`src/sv/sbm_pkg.sv`:
```
// Shared types, codes and character constants of the serial boot monitor.
package sbm_pkg;

  // Line store geometry
  localparam int SBM_LINE_CHARS = 32;
  localparam int SBM_LEN_W      = $clog2(SBM_LINE_CHARS + 1);

  // Descriptor queue geometry
  localparam int SBM_Q_DEPTH = 4;
  localparam int SBM_Q_PTR_W = $clog2(SBM_Q_DEPTH);
  localparam int SBM_Q_CNT_W = $clog2(SBM_Q_DEPTH + 1);

  // Result word packing
  localparam int SBM_OUT_W = 48;

  // Configuration register indexes and reset values
  localparam logic [1:0]  CFG_LOAD_BASE    = 2'd0;
  localparam logic [1:0]  CFG_MIN_SIZE     = 2'd1;
  localparam logic [1:0]  CFG_MAX_SIZE     = 2'd2;
  localparam logic [31:0] RST_LOAD_BASE    = 32'h0001_0000;
  localparam logic [31:0] RST_MIN_SIZE     = 32'd64;
  localparam logic [31:0] RST_MAX_SIZE     = 32'd1048576;

  // Result kinds
  localparam logic [1:0] KIND_TX    = 2'd0;
  localparam logic [1:0] KIND_WRITE = 2'd1;
  localparam logic [1:0] KIND_EVENT = 2'd2;

  // Event codes
  localparam logic [2:0] EV_HELP     = 3'd0;
  localparam logic [2:0] EV_LOAD     = 3'd1;
  localparam logic [2:0] EV_JUMP     = 3'd2;
  localparam logic [2:0] EV_NOTFOUND = 3'd3;
  localparam logic [2:0] EV_DONE     = 3'd4;

  // Work descriptor opcodes passed from front to back
  localparam logic [2:0] OP_ECHO       = 3'd0;
  localparam logic [2:0] OP_LINE       = 3'd1;
  localparam logic [2:0] OP_OK         = 3'd2;
  localparam logic [2:0] OP_SE         = 3'd3;
  localparam logic [2:0] OP_WRITE      = 3'd4;
  localparam logic [2:0] OP_WRITE_DONE = 3'd5;
  localparam logic [2:0] OP_DONE       = 3'd6;

  // Characters
  localparam logic [7:0] CH_LF = 8'h0A;
  localparam logic [7:0] CH_CR = 8'h0D;
  localparam logic [7:0] CH_S  = 8'h53;
  localparam logic [7:0] CH_E  = 8'h45;
  localparam logic [7:0] CH_O  = 8'h4F;
  localparam logic [7:0] CH_K  = 8'h4B;

  typedef struct packed {
    logic [31:0] load_base;
    logic [31:0] min_size;
    logic [31:0] max_size;
  } sbm_cfg_t;

  typedef struct packed {
    logic [2:0]  op;
    logic [7:0]  data;
    logic [31:0] addr;
    logic [2:0]  ev;
  } sbm_desc_t;

  typedef struct packed {
    logic [1:0]  kind;
    logic [7:0]  data;
    logic [31:0] addr;
    logic [2:0]  ev;
    logic        last;
  } sbm_word_t;

  // Command spellings, one character per position.
  function automatic logic [7:0] sbm_help_chr(input logic [1:0] idx);
    logic [7:0] ch;
    case (idx)
      2'd0:    ch = 8'h68;
      2'd1:    ch = 8'h65;
      2'd2:    ch = 8'h6C;
      default: ch = 8'h70;
    endcase
    return ch;
  endfunction

  function automatic logic [7:0] sbm_load_chr(input logic [2:0] idx);
    logic [7:0] ch;
    case (idx)
      3'd0:    ch = 8'h6C;
      3'd1:    ch = 8'h6F;
      3'd2:    ch = 8'h61;
      3'd3:    ch = 8'h64;
      3'd4:    ch = 8'h69;
      3'd5:    ch = 8'h6D;
      3'd6:    ch = 8'h67;
      default: ch = 8'h00;
    endcase
    return ch;
  endfunction

  function automatic logic [7:0] sbm_jump_chr(input logic [2:0] idx);
    logic [7:0] ch;
    case (idx)
      3'd0:    ch = 8'h6A;
      3'd1:    ch = 8'h75;
      3'd2:    ch = 8'h6D;
      3'd3:    ch = 8'h70;
      3'd4:    ch = 8'h69;
      3'd5:    ch = 8'h6D;
      3'd6:    ch = 8'h67;
      default: ch = 8'h00;
    endcase
    return ch;
  endfunction

endpackage

```
`src/sv/sbm_front.sv`:
```
// Front end: accepts received bytes, tracks the monitor mode and issues work descriptors.
module sbm_front
  import sbm_pkg::*;
(
  input  logic      clk,
  input  logic      rst_n,
  input  logic      in_accept,
  input  logic [7:0] in_byte,
  input  sbm_cfg_t  cfg,
  output logic      push,
  output sbm_desc_t desc
);

  localparam logic [1:0] MODE_SHELL   = 2'd0;
  localparam logic [1:0] MODE_HEADER  = 2'd1;
  localparam logic [1:0] MODE_PAYLOAD = 2'd2;

  logic [1:0]           mode_r, mode_nxt;
  logic [SBM_LEN_W-1:0] len_r, len_nxt;
  logic                 ovf_r, ovf_nxt;
  logic                 m_help_r, m_help_nxt;
  logic                 m_load_r, m_load_nxt;
  logic                 m_jump_r, m_jump_nxt;
  logic [1:0]           hdr_idx_r, hdr_idx_nxt;
  logic [31:0]          size_r, size_nxt;
  logic [31:0]          left_r, left_nxt;
  logic [31:0]          addr_r, addr_nxt;
  logic [31:0]          gathered;

  // Header bytes land in their little-endian lane.
  assign gathered = size_r | (32'(in_byte) << {hdr_idx_r, 3'b000});

  // Mode handling and descriptor generation
  always_comb begin
    mode_nxt    = mode_r;
    len_nxt     = len_r;
    ovf_nxt     = ovf_r;
    m_help_nxt  = m_help_r;
    m_load_nxt  = m_load_r;
    m_jump_nxt  = m_jump_r;
    hdr_idx_nxt = hdr_idx_r;
    size_nxt    = size_r;
    left_nxt    = left_r;
    addr_nxt    = addr_r;
    push        = 1'b0;
    desc        = '0;
    if (in_accept) begin
      unique case (mode_r)
        MODE_HEADER: begin
          hdr_idx_nxt = hdr_idx_r + 2'd1;
          size_nxt    = gathered;
          if (hdr_idx_r == 2'd3) begin
            push     = 1'b1;
            size_nxt = '0;
            if (gathered < cfg.min_size || gathered > cfg.max_size) begin
              desc.op = OP_SE;
            end else begin
              desc.op  = OP_OK;
              mode_nxt = MODE_PAYLOAD;
              left_nxt = gathered;
              addr_nxt = cfg.load_base;
            end
          end
        end
        MODE_PAYLOAD: begin
          push = 1'b1;
          if (left_r == '0) begin
            desc.op  = OP_DONE;
            mode_nxt = MODE_SHELL;
          end else begin
            desc.data = in_byte;
            desc.addr = addr_r;
            addr_nxt  = addr_r + 32'd1;
            left_nxt  = left_r - 32'd1;
            if (left_r == 32'd1) begin
              desc.op  = OP_WRITE_DONE;
              mode_nxt = MODE_SHELL;
            end else begin
              desc.op = OP_WRITE;
            end
          end
        end
        default: begin
          // Shell mode; the unused mode code behaves the same way.
          push      = 1'b1;
          desc.data = in_byte;
          if (in_byte == CH_LF) begin
            desc.op = OP_LINE;
            if (!ovf_r && len_r == SBM_LEN_W'(4) && m_help_r) begin
              desc.ev = EV_HELP;
            end else if (!ovf_r && len_r == SBM_LEN_W'(7) && m_load_r) begin
              desc.ev     = EV_LOAD;
              mode_nxt    = MODE_HEADER;
              hdr_idx_nxt = 2'd0;
              size_nxt    = '0;
            end else if (!ovf_r && len_r == SBM_LEN_W'(7) && m_jump_r) begin
              desc.ev   = EV_JUMP;
              desc.addr = cfg.load_base;
            end else begin
              desc.ev = EV_NOTFOUND;
            end
            len_nxt    = '0;
            ovf_nxt    = 1'b0;
            m_help_nxt = 1'b1;
            m_load_nxt = 1'b1;
            m_jump_nxt = 1'b1;
          end else if (len_r < SBM_LEN_W'(SBM_LINE_CHARS)) begin
            // Stored byte: keep a running prefix match against each command.
            desc.op    = OP_ECHO;
            m_help_nxt = m_help_r && (len_r < SBM_LEN_W'(4)) &&
                         (in_byte == sbm_help_chr(len_r[1:0]));
            m_load_nxt = m_load_r && (len_r < SBM_LEN_W'(7)) &&
                         (in_byte == sbm_load_chr(len_r[2:0]));
            m_jump_nxt = m_jump_r && (len_r < SBM_LEN_W'(7)) &&
                         (in_byte == sbm_jump_chr(len_r[2:0]));
            len_nxt    = len_r + SBM_LEN_W'(1);
          end else begin
            desc.op = OP_ECHO;
            ovf_nxt = 1'b1;
          end
        end
      endcase
    end
  end

  // State registers
  always_ff @(posedge clk) begin
    if (!rst_n) begin
      mode_r    <= MODE_SHELL;
      len_r     <= '0;
      ovf_r     <= 1'b0;
      m_help_r  <= 1'b1;
      m_load_r  <= 1'b1;
      m_jump_r  <= 1'b1;
      hdr_idx_r <= '0;
      size_r    <= '0;
      left_r    <= '0;
      addr_r    <= '0;
    end else begin
      mode_r    <= mode_nxt;
      len_r     <= len_nxt;
      ovf_r     <= ovf_nxt;
      m_help_r  <= m_help_nxt;
      m_load_r  <= m_load_nxt;
      m_jump_r  <= m_jump_nxt;
      hdr_idx_r <= hdr_idx_nxt;
      size_r    <= size_nxt;
      left_r    <= left_nxt;
      addr_r    <= addr_nxt;
    end
  end

  // The line length never passes the store size.
  a_len_bound: assert property (@(posedge clk) disable iff (!rst_n)
    len_r <= SBM_LEN_W'(SBM_LINE_CHARS))
    else $error("line length beyond store size");

  // Payload mode is left exactly when the byte count reaches zero.
  a_payload_exit: assert property (@(posedge clk) disable iff (!rst_n)
    (mode_r == MODE_PAYLOAD && mode_nxt == MODE_SHELL) |-> (left_nxt == '0))
    else $error("payload mode left with bytes outstanding");

endmodule

```
`src/sv/sbm_queue.sv`:
```
// Short descriptor queue between front and back end.
module sbm_queue
  import sbm_pkg::*;
(
  input  logic      clk,
  input  logic      rst_n,
  input  logic      push,
  input  sbm_desc_t push_desc,
  input  logic      pop,
  output logic      full,
  output logic      head_valid,
  output sbm_desc_t head
);

  sbm_desc_t              slot_r [SBM_Q_DEPTH];
  logic [SBM_Q_PTR_W-1:0] wr_ptr_r, wr_ptr_nxt;
  logic [SBM_Q_PTR_W-1:0] rd_ptr_r, rd_ptr_nxt;
  logic [SBM_Q_CNT_W-1:0] count_r, count_nxt;

  assign full       = (count_r == SBM_Q_CNT_W'(SBM_Q_DEPTH));
  assign head_valid = (count_r != '0);
  assign head       = slot_r[rd_ptr_r];

  // Pointer and occupancy update
  always_comb begin
    wr_ptr_nxt = push ? wr_ptr_r + SBM_Q_PTR_W'(1) : wr_ptr_r;
    rd_ptr_nxt = pop ? rd_ptr_r + SBM_Q_PTR_W'(1) : rd_ptr_r;
    count_nxt  = count_r;
    if (push && !pop) begin
      count_nxt = count_r + SBM_Q_CNT_W'(1);
    end else if (pop && !push) begin
      count_nxt = count_r - SBM_Q_CNT_W'(1);
    end
  end

  always_ff @(posedge clk) begin
    if (!rst_n) begin
      wr_ptr_r <= '0;
      rd_ptr_r <= '0;
      count_r  <= '0;
    end else begin
      wr_ptr_r <= wr_ptr_nxt;
      rd_ptr_r <= rd_ptr_nxt;
      count_r  <= count_nxt;
    end
  end

  // Descriptor storage
  always_ff @(posedge clk) begin
    if (push) begin
      slot_r[wr_ptr_r] <= push_desc;
    end
  end

  a_no_overflow: assert property (@(posedge clk) disable iff (!rst_n)
    push |-> (!full || pop))
    else $error("descriptor pushed into a full queue");

  a_no_underflow: assert property (@(posedge clk) disable iff (!rst_n)
    pop |-> head_valid)
    else $error("descriptor popped from an empty queue");

endmodule

```
`src/sv/sbm_back.sv`:
```
// Back end: expands each descriptor into one to four result words.
module sbm_back
  import sbm_pkg::*;
(
  input  logic      clk,
  input  logic      rst_n,
  input  logic      head_valid,
  input  sbm_desc_t head,
  output logic      pop,
  output logic      out_valid,
  input  logic      out_ready,
  output sbm_word_t out_word
);

  logic [1:0] step_r, step_nxt;
  logic       out_valid_r, out_valid_nxt;
  sbm_word_t  word_r;
  sbm_word_t  word;
  logic       load;

  assign out_valid = out_valid_r;
  assign out_word  = word_r;
  assign load      = head_valid && (!out_valid_r || out_ready);
  assign pop       = load && word.last;

  // Word for the current step of the head descriptor
  always_comb begin
    word = '0;
    unique case (head.op) inside
      OP_ECHO: begin
        word.kind = KIND_TX;
        word.data = head.data;
        word.last = 1'b1;
      end
      OP_LINE: begin
        case (step_r)
          2'd0: begin
            word.kind = KIND_TX;
            word.data = CH_LF;
          end
          2'd1: begin
            word.kind = KIND_TX;
            word.data = CH_CR;
          end
          default: begin
            word.kind = KIND_EVENT;
            word.addr = head.addr;
            word.ev   = head.ev;
            word.last = 1'b1;
          end
        endcase
      end
      OP_OK, OP_SE: begin
        word.kind = KIND_TX;
        case (step_r)
          2'd0:    word.data = (head.op == OP_OK) ? CH_O : CH_S;
          2'd1:    word.data = (head.op == OP_OK) ? CH_K : CH_E;
          2'd2:    word.data = CH_CR;
          default: begin
            word.data = CH_LF;
            word.last = 1'b1;
          end
        endcase
      end
      OP_WRITE: begin
        word.kind = KIND_WRITE;
        word.data = head.data;
        word.addr = head.addr;
        word.last = 1'b1;
      end
      OP_WRITE_DONE: begin
        if (step_r == 2'd0) begin
          word.kind = KIND_WRITE;
          word.data = head.data;
          word.addr = head.addr;
        end else begin
          word.kind = KIND_EVENT;
          word.ev   = EV_DONE;
          word.last = 1'b1;
        end
      end
      OP_DONE: begin
        word.kind = KIND_EVENT;
        word.ev   = EV_DONE;
        word.last = 1'b1;
      end
      default: begin
        word.last = 1'b1;
      end
    endcase
  end

  // Step counter and output register control
  always_comb begin
    step_nxt = step_r;
    if (load) begin
      step_nxt = word.last ? 2'd0 : step_r + 2'd1;
    end
    if (load) begin
      out_valid_nxt = 1'b1;
    end else if (out_ready) begin
      out_valid_nxt = 1'b0;
    end else begin
      out_valid_nxt = out_valid_r;
    end
  end

  always_ff @(posedge clk) begin
    if (!rst_n) begin
      step_r      <= '0;
      out_valid_r <= 1'b0;
    end else begin
      step_r      <= step_nxt;
      out_valid_r <= out_valid_nxt;
    end
  end

  always_ff @(posedge clk) begin
    if (load) begin
      word_r <= word;
    end
  end

  // A multi-word descriptor keeps its place until its final word is loaded.
  a_step_holds: assert property (@(posedge clk) disable iff (!rst_n)
    (head_valid && !load) |=> $stable(step_r))
    else $error("step advanced without loading a word");

  a_event_clean: assert property (@(posedge clk) disable iff (!rst_n)
    (out_valid_r && word_r.kind == KIND_EVENT) |-> (word_r.data == '0))
    else $error("event word carries a data byte");

endmodule

```
`src/sv/serial_boot_monitor.sv`:
```
// Top level of the serial boot monitor: configuration registers, front, queue and back end.
//
//  Channel | Direction | Handshake             | Payload
//  in_     | input     | in_tvalid/in_tready   | tdata = rx_byte
//  out_    | output    | out_tvalid/out_tready | tdata, tuser = kind, tlast = last
//  cfg_    | input     | cfg_valid/cfg_ready   | cfg_index, cfg_data
//
// One input word is taken per cycle while the four-entry descriptor queue has room.
// Each input word yields zero to four result words; the back end sends one per cycle
// while out_tready is high, through the single-word output register.
// An input word's descriptor is written into the queue, and its first result word is then
// loaded from the queue head into the output register before out_tvalid offers it.
// Reset is synchronous and clears mode, line tracking, counters and queue; no clearing pass.
// An output stall backs up into the queue and then holds in_tready low.
module serial_boot_monitor
  import sbm_pkg::*;
(
  input  logic                 clk,
  input  logic                 rst_n,
  input  logic                 in_tvalid,
  output logic                 in_tready,
  input  logic [7:0]           in_tdata,   // [7:0] rx_byte
  output logic                 out_tvalid,
  input  logic                 out_tready,
  output logic [SBM_OUT_W-1:0] out_tdata,  // [7:0] byte_value, [39:8] write_address,
                                           // [42:40] event_code, [47:43] zero
  output logic [1:0]           out_tuser,  // [1:0] kind
  output logic                 out_tlast,
  input  logic                 cfg_valid,
  output logic                 cfg_ready,
  input  logic [1:0]           cfg_index,
  input  logic [31:0]          cfg_data
);

  sbm_cfg_t  cfg_r;
  sbm_desc_t push_desc;
  sbm_desc_t head;
  sbm_word_t out_word;
  logic      in_accept;
  logic      push;
  logic      full;
  logic      head_valid;
  logic      pop;

  assign cfg_ready = 1'b1;
  assign in_tready = !full;
  assign in_accept = in_tvalid && in_tready;

  // Configuration registers
  always_ff @(posedge clk) begin
    if (!rst_n) begin
      cfg_r.load_base <= RST_LOAD_BASE;
      cfg_r.min_size  <= RST_MIN_SIZE;
      cfg_r.max_size  <= RST_MAX_SIZE;
    end else if (cfg_valid) begin
      unique case (cfg_index)
        CFG_LOAD_BASE: cfg_r.load_base <= cfg_data;
        CFG_MIN_SIZE:  cfg_r.min_size  <= cfg_data;
        CFG_MAX_SIZE:  cfg_r.max_size  <= cfg_data;
        default: begin
        end
      endcase
    end
  end

  sbm_front u_front (
    .clk       (clk),
    .rst_n     (rst_n),
    .in_accept (in_accept),
    .in_byte   (in_tdata),
    .cfg       (cfg_r),
    .push      (push),
    .desc      (push_desc)
  );

  sbm_queue u_queue (
    .clk        (clk),
    .rst_n      (rst_n),
    .push       (push),
    .push_desc  (push_desc),
    .pop        (pop),
    .full       (full),
    .head_valid (head_valid),
    .head       (head)
  );

  sbm_back u_back (
    .clk        (clk),
    .rst_n      (rst_n),
    .head_valid (head_valid),
    .head       (head),
    .pop        (pop),
    .out_valid  (out_tvalid),
    .out_ready  (out_tready),
    .out_word   (out_word)
  );

  // Result word packing
  assign out_tdata = {5'b0, out_word.ev, out_word.addr, out_word.data};
  assign out_tuser = out_word.kind;
  assign out_tlast = out_word.last;

endmodule
```
`config.mk`:
```
export PLATFORM = sky130hd
export DESIGN_NAME = serial_boot_monitor
export DESIGN_NICKNAME = d
export VERILOG_FILES = /design/src/sv/sbm_pkg.sv /design/src/sv/sbm_front.sv /design/src/sv/sbm_queue.sv /design/src/sv/sbm_back.sv /design/src/sv/serial_boot_monitor.sv
export SDC_FILE = /design/constraint.sdc
export NUM_CORES = 1
export LEC_CHECK = 0
export ABC_AREA = 1
export BUFFER_PORTS_ARGS = -buffer_cell sky130_fd_sc_hd__buf_2
export CORE_ASPECT_RATIO = 1.75
export CORE_UTILIZATION = 60
export CTS_CLUSTER_SIZE = 12
export DETAILED_ROUTE_END_ITERATION = 8
export GPL_TIMING_DRIVEN = 0
export PLACE_DENSITY = 0.76
export SLEW_MARGIN = 10
export SYNTH_ARGS = -nofsm -noshare
export SYNTH_HDL_FRONTEND = slang
export SYNTH_SLANG_ARGS = --single-unit
```
`constraint.sdc`:
```
create_clock -name clk -period 13.38 [get_ports clk]
set_clock_uncertainty 0.15 [all_clocks]
set_input_delay 0.669 -clock clk [delete_from_list [all_inputs] [get_ports clk]]
set_output_delay 0.669 -clock clk [all_outputs]
set_load 0.02 [all_outputs]
```
==> summary.txt, run 1 <==
Place
  – Final HPWL DP: 51,600 um
  – Cell Area, Placed: roughly 23,000 sq um
  – Placed cell count: approximately 3,200
  – PortBufs: just over 90
  – Gp weighted congestion: 1.01

Synthesis
  – Largest area contributor in the netlist: edfxtp_1
  – Most used DFF post-synth: edfxtp_1
  – Share of the synthesized area in the top cell type: 30.9%
  – Synth Register Bits: between 400 and 500
  – Most common cell in the synthesized netlist: nand2_1
  – Syn Inst Count: about 2,600
  – Number of synthesized flops with an enable pin: between 200 and 250
  – Synth cell types: 66
  – Syn_area_per_cell: ~8.5 sq um
  – Commonest cells post-synth: 479 x nand2_1, 324 x a21oi_1, 289 x nor2_1
  – Cell Area, Synth: between 20,000 and 25,000 sq um
  – Seq/Total Area, Yosys: between 50% and 60%
  – Synth warn: 0
  – Largest cells by area after synthesis: edfxtp_1 31%, dfxtp_1 20%, nand2_1 8.2%, a21oi_1 7.4%, nor2_1 4.9%
  – Fraction of registers with async set/reset: 0%

Die
  – Core box area: 36,000 sq um
  – FP Rows: between 90 and 100
  – Die Footprint: between 30,000 and 40,000 sq um
  – Die W: between 100 and 150 um
  – Die Y: between 200 and 300 um
  – Num ports: roughly 100
  – Starting Density: between 60% and 70%

Pwr
  – Cell Pwr Density: 181 nW/um^2
  – Seq pwr share: about two fifths
  – Switch Pwr: approximately 1.7 mW
  – Internal: about 2.8 mW
  – VDD IR-drop max: 0.117 mV
  – Clock share of power: around a quarter
  – Switching Fraction: 37.4%
  – Combinational power share: 34.6%
  – Static Leak: about 9.8 nW

Clocking
  – Post-CTS sizing: 0
  – # H-tree levels: 2
  – Clk buf depth: 3
  – Skew-Pair Late Insertion Delay: approximately 0.57 ns
  – Clock Root Buffer: clkbuf_16
  – Post-CTS Setup Repair Bufs: 0
  – Reg clk slew, reported paths: ~0.060 ns
  – CTS sink count: ~440
  – Post-CTS Hold Fix Bufs: 0
  – CTS tree: built
  – Total CTS buffers: 43

Detailed routing
  – Via/cell ratio: approximately 6.0
  – Detailed-route DRC error count: 0
  – First DRT Iteration DRCs: 1,513
  – ANT nets after route: 0
  – Detailed Route WL: between 60,000 and 70,000 um
  – TritonRoute pass-1 iters: 5
  – Drt wl/cell: 21.3 um
  – Via Count: between 15,000 and 20,000

Setup path
  – Crit-path max FO: 10
  – Crit path capture type: flop
  – Crit path kind: reg2reg
  – Worst Path Required: approximately 14 ns
  – Flop2flop setup slack: approximately 9.1 ns
  – Critical path arrival: ~4.6 ns
  – Startpoint class of the critical path: flop

Layout
  – Fin area: approximately 24,000 sq um
  – Final core occ: 67.9%
  – Layout Cells excl Fill: 3,230
  – Final net count: around 2,900
  – Area growth syn-to-layout: 11.3%
  – Layout cell share with drive strength beyond 1: a little under a tenth

GRT
  – Gr usage total: approximately 37%
  – Vias in the first global route: 18,714
  – First-pass GRT wire length: 103,000 um
  – Gr ovfl total: 0
  – Initial antenna violation count: 1
  – Pin count of the biggest net entering global routing: 27

STA
  – Crit path time final: 4.33 ns
  – Period utilisation layout: about a third
  – Achievable Freq: 0.231 GHz
  – Slew Limit Fails: 0
  – Fin. Hold Viols: 0
  – Fin Setup TNS: 0 ns
  – Least-Margin Pin Slew: ~1.1 ns
  – RSZ-0062 raised after global routing: false
  – Final setup fails: 0
  – Slew Limit Headroom: approximately 24%

Hold path
  – Worst Hold Class: in2reg

Outcome
  – Status: finished clean

Flow run
  – Max-Cap Viols: 0
==> layout make-up <==
class,count,area (sq um)
plain buffers,144,674
clock buffers,67,1190
diodes,1,2.50
clock inverters,4,53.8
well taps,470,588
repair buffers,97,591
flip-flops and latches,444,11200
fillers,2928,11600
multi-input cells,1761,9320
inverters,242,913
==> registers in the layout, summed over array words and instances, names as in the netlist, 3 cells and up, named ones only <==
name	flops
u_front.addr_r	32
u_front.left_r	32
u_front.size_r	32
u_queue.count_r	3
cfg_r	96
u_front.len_r	6
u_queue.slot_r	180
u_back.out_word	46
==> critical path: stages (launching register included) <==
cell	delay (ns)
dfxtp_1	0.31
buf_4	0.18
inv_2	0.08
clkbuf_1	0.39
nand2_1	0.13
o21ai_1	0.80
ha_1	0.39
a21oi_1	0.15
o21a_1	0.14
o221ai_1	0.10
a21oi_1	0.14
nand2_1	0.09
nand2_1	0.14
nand2_2	0.13
nand2_2	0.30
buf_2	0.37
nand2_1	0.08
nand2_1	0.07
nor2_1	0.05
==> through the flow <==
step,worst slack [ns],hold WS (ns),power (mW)
after detailed placement,8.89,0.282,3.30
after floorplan,8.75,0.269,2.82
final,9.05,0.221,4.43
after global placement,7.37,0.283,3.24
after global routing,8.89,0.231,4.63
after CTS,9.18,0.205,4.42
==> per-layer routing <==
metal / part of all wire [%] / vias to the layer above / track usage (%)
met5: 0 / - / 0
met4: 11 / 0 / 37.0
met3: 5.6 / 320 / 4.49
met2: 50 / 839 / 65.3
met1: 33 / 9039 / 36.1
li1: - / 9039 / -
==> logic make-up after synthesis <==
logic type	Yosys count	share of synthesized area, %
AOI/OAI and AO/OA	614	15.5
xor gates and xnor gates	45	1.79
adders and majority gates	86	4.93
buffers and inverters	386	7.22
DFF	444	50.7
muxes	7	0.319
other	2	0.0342
and+or+nand+nor	1003	19.5
==> power by group through the flow <==
stage | registers [mW] | clock network (mW) | logic (mW)
global route | 1.79 | 1.18 | 1.67
CTS | 1.77 | 1.13 | 1.52
floorplan | 1.88 | 0 | 0.938
finish | 1.77 | 1.13 | 1.53
detailed placement | 1.79 | 0 | 1.51
global placement | 1.81 | 0 | 1.43
==> path summary, 6_finish.rpt <==
check / cells after the start / end / startpoint
setup / recovery: 18 / u_front.addr_r[30] / u_front.hdr_idx_r[0]
hold / removal: 3 / cfg_r[38] / cfg_data[6]
hold reg to reg: 2 / u_front.m_jump_r / u_front.m_jump_r
setup reg to reg: 18 / u_front.addr_r[30] / u_front.hdr_idx_r[0]
==> layout by cell type (no fill, tap or decap), types with 5 or more instances in the layout <==
master / n
nand3_1: 118
nor2_1: 285
xor2_1: 29
mux2i_1: 7
nand2_1: 479
buf_1: 15
nand2_2: 7
a211oi_1: 54
nand4_1: 29
ha_1: 85
inv_1: 227
xnor2_1: 16
nor3_2: 5
buf_6: 6
nor4_1: 8
o31ai_1: 6
conb_1: 6
a31oi_1: 12
nand3b_1: 9
edfxtp_1: 226
nor2_2: 12
o21bai_1: 5
buf_4: 16
inv_2: 11
clkbuf_16: 43
clkbuf_1: 106
dfxtp_1: 218
o21ai_0: 174
a21oi_1: 324
nor3_1: 24
buf_2: 113
nor2_4: 11
No activity file was read; power rests on OpenSTA's default activity.
==> run 2: changes to the inputs <==
==> constraint.sdc (replaced) <==
create_clock -name clk -period 4.55 [get_ports clk]
set_clock_uncertainty 0.15 [all_clocks]
set_input_delay 0.2275 -clock clk [delete_from_list [all_inputs] [get_ports clk]]
set_output_delay 0.2275 -clock clk [all_outputs]
set_load 0.02 [all_outputs]
==> summary.txt, run 2 (synthesized netlist as in run 1, its figures left out) <==
STA
  – Final setup fails: 0 (unchanged)
  – Period utilisation layout: 94.5% (+62 points)
  – Crit path time final: 4.30 ns (-0.0257 ns)
  – Slew Limit Fails: 0 (unchanged)
  – Achievable Freq: 0.232 GHz (+0.60%)
  – Slew Limit Headroom: 20.9% (-3.4 points)
  – Fin. Hold Viols: 0 (unchanged)
  – RSZ-0062 raised after global routing: false
  – Fin Setup TNS: 0 ns (unchanged)
  – Least-Margin Pin Slew: 1.18 ns (+0.0536 ns)

Hold path
  – Hold Path Stages: 4 (+1)
  – Hold Crit Endpoint: cfg_r[38]
  – Worst Hold Class: in2reg
  – Hold Crit Start: cfg_index[0]

Setup path
  – Critical path arrival: 4.62 ns (about the same)
  – Crit path capture type: flop
  – Max incr delay on CP: 0.55 ns (-0.25 ns)
  – R2R depth: 19 (+1)
  – R2R Path End: u_front.addr_r[19]
  – Startpoint class of the critical path: flop
  – Crit path top cell by count: nand2_1
  – Worst Path Required: 4.86 ns (-8.82 ns)
  – Crit path kind: reg2reg
  – CP cell instances: inv_1 > clkbuf_1 > buf_1 > a31oi_1 > inv_1 > ha_1 > a21oi_1 > nor2_1 > nor4_1 > nand2_1 > nand2_1 > nand2_1 > nand2_1 > nand2_2 > nand2_2 > buf_2 > nand2_1 > nand2_1 > nor2_1
  – Crit-path max FO: 10 (unchanged)
  – Reg2reg start: u_front.hdr_idx_r[1]
  – Flop2flop setup slack: 0.25 ns (-8.80 ns)
  – Crit-path slowest cell: a31oi_1

Die
  – Die Footprint: 37,400 sq um (unchanged)
  – Die W: 147 um (unchanged)
  – Core box area: 36,000 sq um (unchanged)
  – Die Y: 255 um (unchanged)
  – FP Rows: 92 (unchanged)
  – Num ports: 101 (unchanged)
  – Starting Density: 61.0% (unchanged)

GRT
  – Gr usage total: 36.9% (+0.32 points)
  – Gr ovfl total: 0 (unchanged)
  – Vias in the first global route: 19,022 (+1.6%)
  – M3 GR Usage: 5.20% (+0.71 points)
  – Initial antenna violation count: 1 (unchanged)
  – GRT busiest layer: met2
  – Met2 usage: 65.6% (+0.37 points)
  – First-pass GRT wire length: 104,000 um (+1.3%)
  – Met1 Use GR: 36.3% (+0.20 points)
  – Pin count of the biggest net entering global routing: 27 (unchanged)

Pwr
  – Cell Pwr Density: 526 nW/um^2 (+190%)
  – Seq pwr share: 39.8% (about the same)
  – Pwr Total: 13.1 mW (+190%)
  – Combinational power share: 34.6% (about the same)
  – Static Leak: 9.96 nW (+1.5%)
  – Switching Fraction: 37.4% (about the same)
  – Switch Pwr: 4.89 mW (+200%)
  – Clock share of power: 25.5% (about the same)
  – Internal: 8.17 mW (+190%)
  – VDD IR-drop max: 0.319 mV (+170%)

Clocking
  – Total CTS buffers: 43 (unchanged)
  – Clk buf depth: 3 (unchanged)
  – Skew-Pair Late Insertion Delay: 0.59 ns (+0.02 ns)
  – Clock Root Buffer: clkbuf_16
  – CTS sink count: 444 (unchanged)
  – Reg clk slew, reported paths: 0.06 ns (about the same)
  – Post-CTS sizing: 0 (unchanged)
  – # H-tree levels: 2 (unchanged)
  – CTS tree: built

Layout
  – Largest Register: u_queue.slot_r
  – Area growth syn-to-layout: 12.9%
  – Most common cell after layout, fill and taps aside: nand2_1
  – Layout cell share with drive strength beyond 1: 9.22% (-0.17 points)
  – Final net count: 2,902 (+1.3%)
  – Max FFs per register: 180 (unchanged)
  – Commonest cells after routing, fill and taps aside: 479 x nand2_1, 324 x a21oi_1, 285 x nor2_1
  – Antenna diode count: 0 (-1)
  – Final core occ: 68.9% (+1.0 points)
  – Fillers: 2,931 (+0.10%)

Flow run
  – Max-Cap Viols: 0 (unchanged)

Detailed routing
  – Via/cell ratio: 5.95 (about the same)
  – Drt wl/cell: 21.1 um (-0.69%)
  – TritonRoute pass-1 iters: 9 (+4)
  – Via Count: 19,455 (+1.1%)
  – ANT nets after route: 0 (unchanged)
  – Detailed-route DRC error count: 0 (unchanged)
  – First DRT Iteration DRCs: 1,422 (-6.0%)
  – Detailed Route WL: 69,000 um (+0.48%)

Place
  – Final HPWL DP: 51,400 um (-0.28%)
  – PortBufs: 91 (unchanged)
  – Gp weighted congestion: 1.01 (-0.65%)

Outcome
  – Status: finished clean
-- run 2: cell count changes in the layout (fill, tap and decap cells not counted) --
| cell | delta |
|---|---|
| clkinv_2 | -1 |
| diode_2 | -1 |
| dlygate4sd3_1 | +36 |
| buf_12 | +1 |
| clkbuf_1 | +4 |
| buf_16 | -1 |
-- run 2: power groups by stage --
stage / sequential [mW] / combinational (mW) / clock (mW)
4_1_cts: 5.20 / 4.49 / 3.35
2_1_floorplan: 5.53 / 2.76 / 0
3_3_place_gp: 5.30 / 4.21 / 0
3_5_place_dp: 5.28 / 4.43 / 0
6_report: 5.20 / 4.52 / 3.33
5_1_grt: 5.26 / 4.89 / 3.49
-- run 2: cell type report --
class                      instances  area, sq um  share of cell area, %
multi-input combinational       1761         9320                   37.5
timing repair buffer             133          943                   3.80
clock buffer                      71         1200                   4.84
tap                              470          588                   2.37
inverter                         242          913                   3.68
buffer                           144          674                   2.72
clock inverter                     3         48.8                  0.196
sequential                       444        11200                   44.9
-- run 2: repair_timing --
item                                    CTS  global route
endpoints found under the setup margin    0             0
hold endpoints to repair                 96             0
hold buffers                             36             0
buffers inserted                          0             0
-- run 2: worst max-delay path: cells and delay by family (launching register included) --
family,cells,cell delay (ns)
and+or+nand+nor,11,1.35
buffers and inverters,5,1.21
AOI/OAI and AO/OA,2,0.70
DFF,1,0.43
adders and majority gates,1,0.33
-- run 2: worst max path at each step --
stage                     slack, ns  cells past startpoint                     to                  from
after CTS                      0.35                     19     u_front.addr_r[19]  u_front.hdr_idx_r[1]
after floorplan                0.79                      8   u_queue.slot_r[0][0]     u_front.mode_r[1]
after global placement        -1.13                      8  u_queue.slot_r[1][16]     u_front.mode_r[1]
after global routing           0.02                     19     u_front.addr_r[23]  u_front.hdr_idx_r[1]
final                          0.25                     19     u_front.addr_r[19]  u_front.hdr_idx_r[1]
after detailed placement       0.36                     19     u_front.addr_r[19]  u_front.hdr_idx_r[1]
-- run 2: through the flow --
stage          instances  hold slack, ns  setup WS (ns)  cell area [sq um]
2_1_floorplan       2591           0.204          0.785              22000
3_3_place_gp        3152           0.283          -1.13              23100
3_5_place_dp        3158           0.302          0.358              23200
4_1_cts             3268          0.0601          0.352              24800
5_1_grt             3268           0.106         0.0209              24800
6_report            3268          0.0714          0.248              24800
-- run 2: per-layer routing --
| metal | part of all wire (%) | up-vias |
|---|---|---|
| li1 | - | 9118 |
| met1 | 33 | 9136 |
| met2 | 50 | 881 |
| met3 | 6.2 | 318 |
| met4 | 11 | 2 |
| met5 | 0.016 | - |
